--- src/hdl/s2l_pkg.sv ---
package s2l_pkg;

    localparam int LIN_W  = 31;   // Q30 linear light, 0..1.0
    localparam int ROOT_W = 31;   // Q30 Lab f input and output

    localparam longint unsigned ONE30  = 64'd1 << 30;
    localparam longint unsigned HALF30 = 64'd1 << 29;

    // Register stage map of the pipeline
    localparam int ST_LIN   = 0;
    localparam int ST_PROD  = 1;
    localparam int ST_SUM   = 2;
    localparam int ST_DIV1  = 3;
    localparam int ST_WN    = 6;
    localparam int ST_DIV2  = 7;
    localparam int ST_ROOT  = 10;
    localparam int ST_LINF  = 10;
    localparam int ST_DIV3  = 11;
    localparam int ST_SEL   = 72;
    localparam int ST_MUL   = 73;
    localparam int ST_OUT   = 74;
    localparam int STG_N    = 75;

    typedef logic [255:0][LIN_W-1:0] lin_tab_t;

    // sRGB decoding curve for one 8-bit code, Q30
    function automatic logic [LIN_W-1:0] lin_calc(input logic [7:0] code);
        longint unsigned c;
        longint unsigned s;
        longint unsigned q;
        longint unsigned lo;
        longint unsigned hi;
        longint unsigned mid;
        longint unsigned p;
        int i;
        c = 64'(code);
        if (c <= 64'd10) begin
            return LIN_W'((c * 64'd100 * ONE30 + 64'd164730) / 64'd329460);
        end
        s = ((64'd1000 * c + 64'd14025) * ONE30 + 64'd134512) / 64'd269025;
        q = (s * s + HALF30) >> 30;
        // q^(1/5) by bisection, truncated fixed-point powers
        lo = 64'd0;
        hi = ONE30 + 64'd1;
        while (hi - lo > 64'd1) begin
            mid = lo + ((hi - lo) >> 1);
            p = mid;
            for (i = 1; i < 5; i++) begin
                p = (p * mid) >> 30;
            end
            if (p <= q) begin
                lo = mid;
            end else begin
                hi = mid;
            end
        end
        return LIN_W'((q * lo + HALF30) >> 30);
    endfunction

    function automatic lin_tab_t lin_table();
        lin_tab_t tab;
        int k;
        for (k = 0; k < 256; k++) begin
            tab[k] = lin_calc(8'(k));
        end
        return tab;
    endfunction

    localparam lin_tab_t LIN_TAB = lin_table();

endpackage

--- src/hdl/s2l_cdiv.sv ---
module s2l_cdiv import s2l_pkg::*; #(
    parameter longint unsigned DIVISOR = 10,
    parameter int NUM_W = 40,
    parameter int QUO_W = 31,
    parameter int BASE  = 0
) (
    input  logic             aclk,
    input  logic [STG_N-1:0] en,
    input  logic [NUM_W-1:0] num,
    output logic [QUO_W-1:0] quo
);

    // Estimate from the top 32 numerator bits, then fix up by at most two.
    localparam int SHIFT = NUM_W - 32;
    localparam int DIV_W = $clog2(DIVISOR + 1);
    localparam longint unsigned RECIP = (64'd1 << (SHIFT + 32)) / DIVISOR;
    localparam logic [31:0]      RECIP_V = 32'(RECIP);
    localparam logic [DIV_W-1:0] DIV_V   = DIV_W'(DIVISOR);
    localparam logic [NUM_W-1:0] DIV1_N  = NUM_W'(DIVISOR);
    localparam logic [NUM_W-1:0] DIV2_N  = NUM_W'(2 * DIVISOR);

    logic [NUM_W-1:0]  num_a_reg;
    logic [NUM_W-1:0]  num_b_reg;
    logic [63:0]       est_reg;
    logic [31:0]       q0_reg;
    logic [31+DIV_W:0] qd_reg;
    logic [QUO_W-1:0]  quo_reg;
    logic [31:0]       q0_next;
    logic [NUM_W-1:0]  rem;
    logic [31:0]       quo_next;

    assign q0_next = est_reg[63:32];

    always_comb begin
        rem = num_b_reg - qd_reg[NUM_W-1:0];
        if (rem >= DIV2_N) begin
            quo_next = q0_reg + 32'd2;
        end else if (rem >= DIV1_N) begin
            quo_next = q0_reg + 32'd1;
        end else begin
            quo_next = q0_reg;
        end
    end

    always_ff @(posedge aclk) begin
        if (en[BASE]) begin
            num_a_reg <= num;
            est_reg   <= 64'(num[NUM_W-1:SHIFT]) * 64'(RECIP_V);
        end
        if (en[BASE + 1]) begin
            num_b_reg <= num_a_reg;
            q0_reg    <= q0_next;
            qd_reg    <= q0_next * DIV_V;
        end
        if (en[BASE + 2]) begin
            quo_reg <= quo_next[QUO_W-1:0];
        end
    end

    assign quo = quo_reg;

endmodule

--- config.mk ---
export PLATFORM = sky130hd
export DESIGN_NAME = s2l_cdiv
export DESIGN_NICKNAME = d
export VERILOG_FILES = /design/src/hdl/s2l_pkg.sv /design/src/hdl/s2l_cdiv.sv
export SDC_FILE = /design/constraint.sdc
export NUM_CORES = 1
export LEC_CHECK = 0
export BUFFER_PORTS_ARGS = -buffer_cell sky130_fd_sc_hd__clkbuf_2
export CORE_AREA = 2 2 174 176
export CTS_CLUSTER_DIAMETER = 50
export DETAILED_ROUTE_END_ITERATION = 6
export DIE_AREA = 0 0 176 178
export PLACE_DENSITY_LB_ADDON = 0.12
export SETUP_SLACK_MARGIN = 0.05
export SYNTH_ARGS = -nofsm -noshare
export SYNTH_HDL_FRONTEND = slang
export SYNTH_SLANG_ARGS = --single-unit
export TNS_END_PERCENT = 5
--- constraint.sdc ---
create_clock -name aclk -period 9.11 [get_ports aclk]
set_input_delay 0.4555 -clock aclk [delete_from_list [all_inputs] [get_ports aclk]]
set_output_delay 0.4555 -clock aclk [all_outputs]
set_load 0.05 [all_outputs]
Word level (Yosys, flattened, before mapping) --
Cells that the tools add are included.
Word-level totals: register bits after elaboration 125, latch bits 0, memory bits (writable) 0, memory bits (read-only) 0, input bits 116, output and inout port bits 31, logic and storage cells 4, memories kept 0
Operators by class: $add $sub $neg 0, multipliers 1, divide/modulo/power cells 0, magnitude comparators 0, eq/ne operators 0, shift operators 0, multiplexer cells 0, bitwise gates (word level) 0, reduce and logical (&&, ||, !) cells 0
Operators by type and width (count):
- $mul 32x32->63 const B | 1

Depth between registers and ports, before layout --
depth in word-level cells 1, gate-level depth with buffers 26, mapped depth without buffers 26

Worst setup path after synthesis --
No wires, ideal clock.
path type input-to-reg, start in num[26], end reg est_reg[51] (data pin), library setup time 0.261 ns, arrival time 6.575 ns, required time 8.849 ns, path slack 2.274 ns, stages on the path 22, buffers on the path 0, cells stage by stage ha_1 > fa_1 > fa_1 > inv_1 > fa_1 > inv_1 > fa_1 > fa_1 > fa_1 > inv_1 > fa_1 > inv_1 > ha_1 > nand4_2 > nor4_4 > inv_1 > a311oi_2 > o21ai_2 > a211oi_2 > o41ai_1 > or4b_1 > o311a_1
On the way: cells in the longest elaborated chain, start to end 1
Ends and longest elaborated chain:
- from (decl) | line s2l_cdiv.sv:9 | input logic [NUM_W-1:0] num,
- $mul 32x32->63 | line s2l_cdiv.sv:48 | est_reg <= 64'(num[NUM_W-1:SHIFT]) * 64'(RECIP_V);
- to (signal assigned) | line s2l_cdiv.sv:48
- to (decl) | line s2l_cdiv.sv:24 | logic [63:0] est_reg;
No other way between the ends. A chain may end at the register's enable or synchronous reset.

Worst setup path after layout --
start in num[25], end reg est_reg[51] (data pin)
The elaborated chain is that of the path after synthesis.

==> flow_summary.json <==
{
  "critPathKind": "in -> reg",
  "drt_iter0_markers": 896,
  "h-tree-depth": 3,
  "synth_compound_area_frac": 0.0599,
  "worstSkewPairLatency_ns": 0.34,
  "cts.sinks": 93,
  "postCtsResizedCells": 0,
  "setup_viol": 0,
  "yosysWarnings": 0,
  "final_hold_viol_count": 0,
  "grt-ovfl-total": 0,
  "wire_per_inst_um": 21.6,
  "dpl.hpwl_um": 42700,
  "row_count": 63,
  "dieArea_um2": 31300,
  "synth-adder-area-share": 0.623,
  "tns_ns": 0,
  "coreArea_um2": 29400,
  "cts_root_buffer": "clkbuf_16",
  "grt_pass1_wl_um": 72300,
  "drcViolationCount": 0,
  "grt_pass1_vias": 12500,
  "cts_inserted_buffers": 9,
  "cts-hold-fix-buffers": 0,
  "final_cell_mix": "inv_1 (571), fa_1 (385), ha_1 (314)",
  "synthArstFlopShare": 0,
  "vias": 12000,
  "crit_path_start_kind": "input pin",
  "drv_cap": 0,
  "synth_cell_types": 54,
  "final_layout_size_suffix_gt1_frac": 0.0493,
  "syn_to_final_growth_pct": 5.89,
  "cp_max_fo": 6,
  "r2r_slack_ns": 8.43,
  "status": "finished clean",
  "die_w_um": 176,
  "required_ns": 9.20,
  "synth-seq-area-share": 0.150,
  "clkSlewWorstSetupHoldPaths_ns": 0.06,
  "syn-num-nets": 2526,
  "postRouteAntennaNets": 0,
  "synthSimpleGateAreaFrac": 0.0357,
  "place_area_um2": 19500,
  "rsz0062_at_grt": "false",
  "synth_area_um2": 18700,
  "hold_path_class": "reg -> reg",
  "antenna_found_initial": 0,
  "post-cts-setup-buffer-count": 0,
  "firstDrtPassIters": 6,
  "synth_top_area_cell": "fa_1",
  "clock_path_buffers": 2,
  "globalRouteTotalUtil": 0.319,
  "synth_edf_count": 93,
  "place.gp.congestion": 1.06,
  "diodes": 0,
  "tightest_slew_ns": 0.767,
  "synthTopCellsByArea": "fa_1 (41%), ha_1 (21%), edfxtp_1 (15%)",
  "layout_worst_path_cycle_share": 0.831,
  "drv_slew": 0,
  "syn_avg_cell_area_um2": 10.9,
  "muxShareOfSynthArea": 0.00107,
  "synth_xor_area_frac": 0.0141,
  "finalClockSkew_ns": 0.00670,
  "synth_flop_cell": "edfxtp_1",
  "start_util": 0.635,
  "synth_top_family_by_area": "adder cells",
  "clock.fmax_mhz": 132,
  "ios": 147,
  "netlist.area_leader.share": 0.413,
  "final_common_cell": "inv_1",
  "drt_wl_total_um": 47100,
  "port_buffers": 66,
  "grt_max_degree": 32,
  "cp.arrival_ns": 7.66,
  "fin_crit_ns": 7.57,
  "viasPerCell": 5.49,
  "ys_ff_latch": 93,
  "max-slew-margin-rel": 0.488,
  "die_y_um": 178,
  "cts_tree": "yes",
  "critPathCaptureType": "register",
  "synthCells": 1711,
  "nets": 2596,
  "stdcell_area_um2": 19800
}
logic make-up after synthesis:
logic type                 after synthesis
and+or+nand+nor                        135
muxes                                    2
DFF                                     93
adders and majority gates              699
AOI/OAI and AO/OA                      174
xor gates and xnor gates                30
buffers and inverters                  578
routing by layer:
| metal | up-vias | track usage | routed length [um] |
|---|---|---|---|
| li1 | 5453 | - | - |
| met1 | 6010 | 0.488 | 21800 |
| met2 | 443 | 0.475 | 20400 |
| met5 | - | 0 | 0 |
| met3 | 46 | 0.0774 | 4190 |
| met4 | 0 | 0.0513 | 652 |
synthesized netlist by cell type, drive strengths merged, types with 4 or more instances:
master / count
a21o: 21
fa: 385
ha: 314
edfxtp: 93
o211ai: 4
nand2: 43
o21ai: 35
nand4: 15
o21bai: 7
nor2: 31
and3: 7
a31oi: 6
a211oi: 8
clkbuf: 7
inv: 571
nor3: 10
nor2b: 10
a311oi: 6
a21oi: 64
xor2: 10
xnor2: 20
nand3: 7
layout make-up:
class	instances	area [um2]
Multi-Input combinational cell	1040	13700
Fill cell	2368	9640
Sequential cell	93	2790
Inverter	571	2140
Tap cell	390	488
Timing Repair Buffer	66	330
Clock buffer	10	229
Clock inverter	6	77.6
critical path: stages:
cell and delay (ns):
clkbuf_2 0.21, ha_1 0.49, fa_1 0.51, fa_1 0.57, inv_1 0.06, fa_1 0.50, inv_1 0.05, fa_1 0.56
fa_1 0.45, fa_1 0.52, inv_1 0.05, fa_1 0.59, inv_1 0.07, ha_1 0.37, nand4_1 0.21, nor4_4 0.35
inv_1 0.09, a311oi_2 0.30, o21ai_2 0.11, a211oi_2 0.28, o41ai_1 0.19, or4b_1 0.54, o311a_1 0.12
stage by stage:
step                hold slack [ns]  utilization  std cells  setup slack (ns)
global route                  0.418        0.672       2176              1.24
CTS                           0.416        0.672       2176              1.59
global placement              0.400        0.662       2160              1.28
finish                        0.415        0.672       2176              1.54
floorplan                     0.400            -       1711              2.27
detailed placement            0.405        0.662       2160              1.27
final timing paths:
check	startpoint	end	depth (start not counted)
max	num[25]	est_reg[51]	23
min	q0_reg[13]	quo[13]	0
max reg2reg	q0_reg[10]	quo[10]	0
min reg2reg	q0_reg[13]	quo[13]	0
Power is left out: the tool's default activity adds up to more than one toggle a clock period on the data nets, which glitch-free logic cannot reach.
