$ cat src/hdl/s2l_pkg.sv
package s2l_pkg;

    localparam int LIN_W  = 31;   // Q30 linear light, 0..1.0
    localparam int ROOT_W = 31;   // Q30 Lab f input and output

    localparam longint unsigned ONE30  = 64'd1 << 30;
    localparam longint unsigned HALF30 = 64'd1 << 29;

    // Register stage map of the pipeline
    localparam int ST_LIN   = 0;
    localparam int ST_PROD  = 1;
    localparam int ST_SUM   = 2;
    localparam int ST_DIV1  = 3;
    localparam int ST_WN    = 6;
    localparam int ST_DIV2  = 7;
    localparam int ST_ROOT  = 10;
    localparam int ST_LINF  = 10;
    localparam int ST_DIV3  = 11;
    localparam int ST_SEL   = 72;
    localparam int ST_MUL   = 73;
    localparam int ST_OUT   = 74;
    localparam int STG_N    = 75;

    typedef logic [255:0][LIN_W-1:0] lin_tab_t;

    // sRGB decoding curve for one 8-bit code, Q30
    function automatic logic [LIN_W-1:0] lin_calc(input logic [7:0] code);
        longint unsigned c;
        longint unsigned s;
        longint unsigned q;
        longint unsigned lo;
        longint unsigned hi;
        longint unsigned mid;
        longint unsigned p;
        int i;
        c = 64'(code);
        if (c <= 64'd10) begin
            return LIN_W'((c * 64'd100 * ONE30 + 64'd164730) / 64'd329460);
        end
        s = ((64'd1000 * c + 64'd14025) * ONE30 + 64'd134512) / 64'd269025;
        q = (s * s + HALF30) >> 30;
        // q^(1/5) by bisection, truncated fixed-point powers
        lo = 64'd0;
        hi = ONE30 + 64'd1;
        while (hi - lo > 64'd1) begin
            mid = lo + ((hi - lo) >> 1);
            p = mid;
            for (i = 1; i < 5; i++) begin
                p = (p * mid) >> 30;
            end
            if (p <= q) begin
                lo = mid;
            end else begin
                hi = mid;
            end
        end
        return LIN_W'((q * lo + HALF30) >> 30);
    endfunction

    function automatic lin_tab_t lin_table();
        lin_tab_t tab;
        int k;
        for (k = 0; k < 256; k++) begin
            tab[k] = lin_calc(8'(k));
        end
        return tab;
    endfunction

    localparam lin_tab_t LIN_TAB = lin_table();

endpackage

$ cat src/hdl/s2l_pipe_ctl.sv
module s2l_pipe_ctl import s2l_pkg::*; (
    input  logic             aclk,
    input  logic             aresetn,
    input  logic             s_valid,
    input  logic             m_ready,
    output logic             s_ready,
    output logic             m_valid,
    output logic [STG_N-1:0] en
);

    localparam logic [STG_N-1:0] ALL_ONES = {STG_N{1'b1}};

    logic [STG_N-1:0] vld_reg;
    logic [STG_N-1:0] vld_next;

    // A stage moves when the output drains or some stage at or after it
    // holds a bubble.
    always_comb begin
        for (int i = 0; i < STG_N; i++) begin
            en[i] = m_ready || !(&(vld_reg | ~(ALL_ONES << i)));
        end
        vld_next[0] = en[0] ? s_valid : vld_reg[0];
        for (int i = 1; i < STG_N; i++) begin
            vld_next[i] = en[i] ? vld_reg[i - 1] : vld_reg[i];
        end
    end

    always_ff @(posedge aclk) begin
        if (!aresetn) begin
            vld_reg <= '0;
        end else begin
            vld_reg <= vld_next;
        end
    end

    assign s_ready = en[0];
    assign m_valid = vld_reg[STG_N - 1];

endmodule

$ cat config.mk
export PLATFORM = sky130hd
export DESIGN_NAME = s2l_pipe_ctl
export DESIGN_NICKNAME = d
export VERILOG_FILES = /design/src/hdl/s2l_pkg.sv /design/src/hdl/s2l_pipe_ctl.sv
export SDC_FILE = /design/constraint.sdc
export NUM_CORES = 1
export LEC_CHECK = 0
export BUFFER_PORTS_ARGS = -buffer_cell sky130_fd_sc_hd__buf_2
export CAP_MARGIN = 20
export CORE_ASPECT_RATIO = 0.9
export CORE_MARGIN = 2
export CORE_UTILIZATION = 55
export DETAILED_ROUTE_END_ITERATION = 10
export GPL_ROUTABILITY_DRIVEN = 0
export HOLD_SLACK_MARGIN = 0.06
export PLACE_DENSITY = 0.78
export SETUP_SLACK_MARGIN = 0.3
export SLEW_MARGIN = 20
export SYNTH_ARGS = -nofsm -noshare
export SYNTH_HDL_FRONTEND = slang
export SYNTH_SLANG_ARGS = --single-unit
$ cat constraint.sdc
create_clock -name aclk -period 2.4 [get_ports aclk]
set_input_delay 0 -clock aclk [delete_from_list [all_inputs] [get_ports aclk]]
set_output_delay 0 -clock aclk [all_outputs]
set_load 0.1 [all_outputs]
==> out/results.tsv, run 1 <==
metric	value	unit
synthArstFlopShare	0	
yosys_warnings	0	
syn-num-nets	512	
lastStage	global routing	
synth_edf_count	0	
netlist_top_cells_area	dfxtp_1 (38%), nand2_1 (7.7%), nand4_1 (7.7%)	
overflow	322	
syn_inst	508	
status	stopped before the end	
synth_top_area_frac	0.385	
yosysTopAreaCell	dfxtp_1	
yosysUniqueCellTypes	45	
dieHeight	83.9	um
synthFlopType	dfxtp_1	
grt_usage	0.909	
cts_buffers	9	
row_count	29	
ys_seq_area_frac	0.385	
worst-ep-kind	output port	
syn_area	3900	sq um
port_buffers	80	
die_w	92.8	um
yosys-top-cells-count	nand2_1 (80), dfxtp_1 (75), nand3_1 (48), nand4_1 (48), nor2_1 (40)	
syn_area_per_cell	7.68	sq um
dp_hpwl	9.41	mm
synth_most_common_cell	nand2_1	
error	[ERROR GRT-0232] Routing congestion too high. Check the congestion heatmap in the GUI.	
io_pins	81	
cts.sinks	75	
post-place-ws	0.194	ns
grt_max_degree	69	
cts_htree_levels	3	
clockBufferDepth	2	
start_util	0.560	
worstEndpointGrtRepair	en[22]	
cts.root.buffer_cell	clkbuf_8	
ys_ff_latch	75	
-- per-layer routing --
layer | GRT overflow | global-route usage
met2 | 194 | 1.09
met3 | 7 | 0.750
met1 | 3 | 0.868
met4 | 118 | 1.01
met5 | 0 | 0.264
-- kinds of logic after synthesis --
group / Yosys count / synth area share
AND/OR/NAND/NOR: 308 / 0.441
flip-flops: 75 / 0.385
AO/OA/AOI/OAI: 70 / 0.118
buffers and inverters: 55 / 0.0561
-- stage by stage --
| step | setup TNS (ns) | instances | hold WS (ns) | instance area (sq um) |
|---|---|---|---|---|
| 2_1_floorplan | -10.70 | 508 | 0.103 | 4130 |
| 3_3_place_gp | 0 | 696 | 0.214 | 4820 |
| 3_5_place_dp | 0 | 696 | 0.216 | 4820 |
| 4_1_cts | 0 | 752 | 0.293 | 6090 |
-- timing repair --
action                                  in CTS
hold buffers                                 2
buffers inserted                            38
pin swaps                                   35
hold endpoints to repair                     2
gates resized for setup                    217
endpoints found under the setup margin      54
==> run 2: changes to the inputs <==
--- a/config.mk
+++ b/config.mk
@@ -7,14 +7,11 @@
 export LEC_CHECK = 0
 export BUFFER_PORTS_ARGS = -buffer_cell sky130_fd_sc_hd__buf_2
 export CAP_MARGIN = 20
-export CORE_ASPECT_RATIO = 0.9
 export CORE_MARGIN = 2
-export CORE_UTILIZATION = 55
+export CORE_UTILIZATION = 40
 export DETAILED_ROUTE_END_ITERATION = 10
 export GPL_ROUTABILITY_DRIVEN = 0
-export HOLD_SLACK_MARGIN = 0.06
-export PLACE_DENSITY = 0.78
-export SETUP_SLACK_MARGIN = 0.3
+export PLACE_DENSITY_LB_ADDON = 0.15
 export SLEW_MARGIN = 20
 export SYNTH_ARGS = -nofsm -noshare
 export SYNTH_HDL_FRONTEND = slang
==> out/results.tsv, run 2 <==
metric	value	unit	change
p_leak	1.85	nW	
worstPathCellList	nand4_1 > or2_2 > nor4_4 > buf_4 > nand4_1 > buf_12		
fillCellCount	953		
row_count	36		+24%
critPathTopFamily	simple AND/OR/NAND/NOR gates		
clk_pin_slew	0.08	ns	
cpMaxStageDelayCell	dfxtp_1		
crit_top_cell	nand4_1		
violations	setup timing		
critPathLaunch	vld_reg[38]$_SDFFE_PN0P_		
fp.dieArea	10600	sq um	
fin_crit_sh	1.01		
grt_pass1_wl	21.2	mm	
drt_iter0_markers	386		
coreArea	9640	sq um	
cap_violations	0		
crit_buf_inv	2		
routed_wl	13.8	mm	
antenna_cells	0		
yosys_warnings	0		unchanged
overflow	0		
critPathKind	reg -> out		
yosys-top-cells-count	nand2_1 (80), dfxtp_1 (75), nand3_1 (48), nand4_1 (48), nor2_1 (40)		
post-place-ws	0.153	ns	-0.0410 ns
hold_class	in -> reg		
cts_buffers	9		unchanged
reg2reg_to	vld_reg[7]$_SDFFE_PN0P_		
fin_ws	-0.0202	ns	
place_area	4850	sq um	+0.52%
via_count	4500		
r2r_slack	0.39	ns	
critical_path.endpoint	en[15]		
vias_per_cell	5.74		
ys_seq_area_frac	0.385		unchanged
grt_usage	0.264		
status	finished, violations left		
finalNetCount	650		
grt_max_degree	69		
cts_tree	done		
largest_register_ffs	75		
cp-end-kind	output port		
layout_common_cells	buf_4 (77), nand2_1 (73), buf_2 (58)		
min_period	2.42	ns	
cp.required	2.40	ns	
antenna_found_initial	0		
rsz0062_at_grt	true		
critPathLaunchType	flip-flop		
layout_commonest_cell	buf_4		
fmax	413	MHz	
dp_hpwl	9.83	mm	+4.5%
slew_violations	0		
finalSetupTns	-0.0202	ns	
synthArstFlopShare	0		unchanged
clockBufferDepth	2		unchanged
first_global_vias	4186		
hold_ws	0.288	ns	
drt_pass1_iterations	5		
drtAntennaViolNets	0		
cp_num_cells	6		
critical_path.max_fanout	5		
dieHeight	103	um	+22%
yosysUniqueCellTypes	45		unchanged
clk_latency	0.36	ns	
peakVddDrop	0.294	mV	
area_growth	41.2	%	
drive_gt1_frac	0.381		
finalSetupViolCount	1		
synth_top_area_frac	0.385		unchanged
clock_skew	0.0123	ns	
synth_edf_count	0		unchanged
netlist_top_cells_area	dfxtp_1 (38%), nand2_1 (7.7%), nand4_1 (7.7%)		
synthFlopType	dfxtp_1		
die_w	103	um	+11%
cts_htree_levels	3		unchanged
timing.slew.headroom	0.512		
syn_area	3900	sq um	unchanged
wl_per_cell	17.6	um	
critPathMaxStageDelay	0.43	ns	
ys_ff_latch	75		unchanged
start_util	0.405		-0.155
syn_area_per_cell	7.68	sq um	unchanged
cts.root.buffer_cell	clkbuf_8		
hold_viol	0		
fin_util	0.572		
io_pins	81		unchanged
cp_data_arrival_time	2.42	ns	
syn_inst	508		unchanged
port_buffers	80		unchanged
cts.sinks	75		unchanged
r2r_cells	6		
remaining_drc_errors	0		
synth_most_common_cell	nand2_1		
yosysTopAreaCell	dfxtp_1		
syn-num-nets	512		unchanged
stdcell_area	5510	sq um	
powerDensity	406	nW/um^2	
worst_pin_slew	0.731	ns	
rr_startpoint	vld_reg[38]$_SDFFE_PN0P_		
==> run 2: cell counts after synthesis <==
Identical to the previous run, type by type.
==> run 2: logic make-up (layout without fill, tap and decap cells) <==
| group | after synthesis | after routing | share of synthesized area |
|---|---|---|---|
| and+or+nand+nor | 308 | 308 | 0.441 |
| DFF | 75 | 75 | 0.385 |
| AOI/OAI and AO/OA | 70 | 70 | 0.118 |
| buffers and inverters | 55 | 198 | 0.0561 |
==> run 2: area by class of cell <==
class,instances,area [sq um],share of cell area
clock buffer,15,186,0.0338
clock inverter,1,5.00,0.000908
inverter,32,124,0.0225
multi-input combinational,378,2430,0.441
sequential,75,1540,0.280
tap,133,166,0.0302
timing repair buffer,150,1060,0.192
==> run 2: tightest hold or removal path: stages <==
cell and delay, ns:
buf_2 0.09, inv_1 0.30, a21oi_1 0.22
==> run 2: power breakdown <==
group | leakage, nW | switching (mW) | total (mW) | internal, mW
sequential | 0.618 | 0.00293 | 1.24 | 1.24
clock | 0.0997 | 0.468 | 0.957 | 0.489
combinational | 1.14 | 0.0323 | 0.0408 | 0.00851
==> run 2: worst min path at each step <==
stage,start,to,depth (start not counted)
2_1_floorplan,s_valid,vld_reg[0]$_SDFFE_PN0P_,2
3_3_place_gp,s_valid,vld_reg[0]$_SDFFE_PN0P_,3
3_5_place_dp,s_valid,vld_reg[0]$_SDFFE_PN0P_,3
4_1_cts,aresetn,vld_reg[30]$_SDFFE_PN0P_,3
5_1_grt,aresetn,vld_reg[24]$_SDFFE_PN0P_,3
6_report,aresetn,vld_reg[24]$_SDFFE_PN0P_,3
==> run 2: per-layer routing <==
metal | global-route usage | part of all wire | up-vias
li1 | - | - | 2137
met1 | 0.330 | 0.41 | 2099
met2 | 0.436 | 0.48 | 220
met3 | 0.0488 | 0.076 | 44
met4 | 0.133 | 0.034 | 0
met5 | 0 | 0 | -
==> run 2: per-stage QoR <==
step	power, mW	instances
6_report	2.24	784
5_1_grt	2.31	784
4_1_cts	2.26	769
3_5_place_dp	1.32	735
3_3_place_gp	1.32	735
2_1_floorplan	1.30	508
==> run 2: what timing repair did <==
item | 4_1_cts | 5_1_grt
gates resized for setup | 33 | 46
endpoints found under the hold margin | 2 | 0
endpoints found under the setup margin | 31 | 34
pin swaps | 7 | 15
hold buffers | 2 | 0
setup buffers | 16 | 15
No activity file was read; power rests on OpenSTA's default activity.
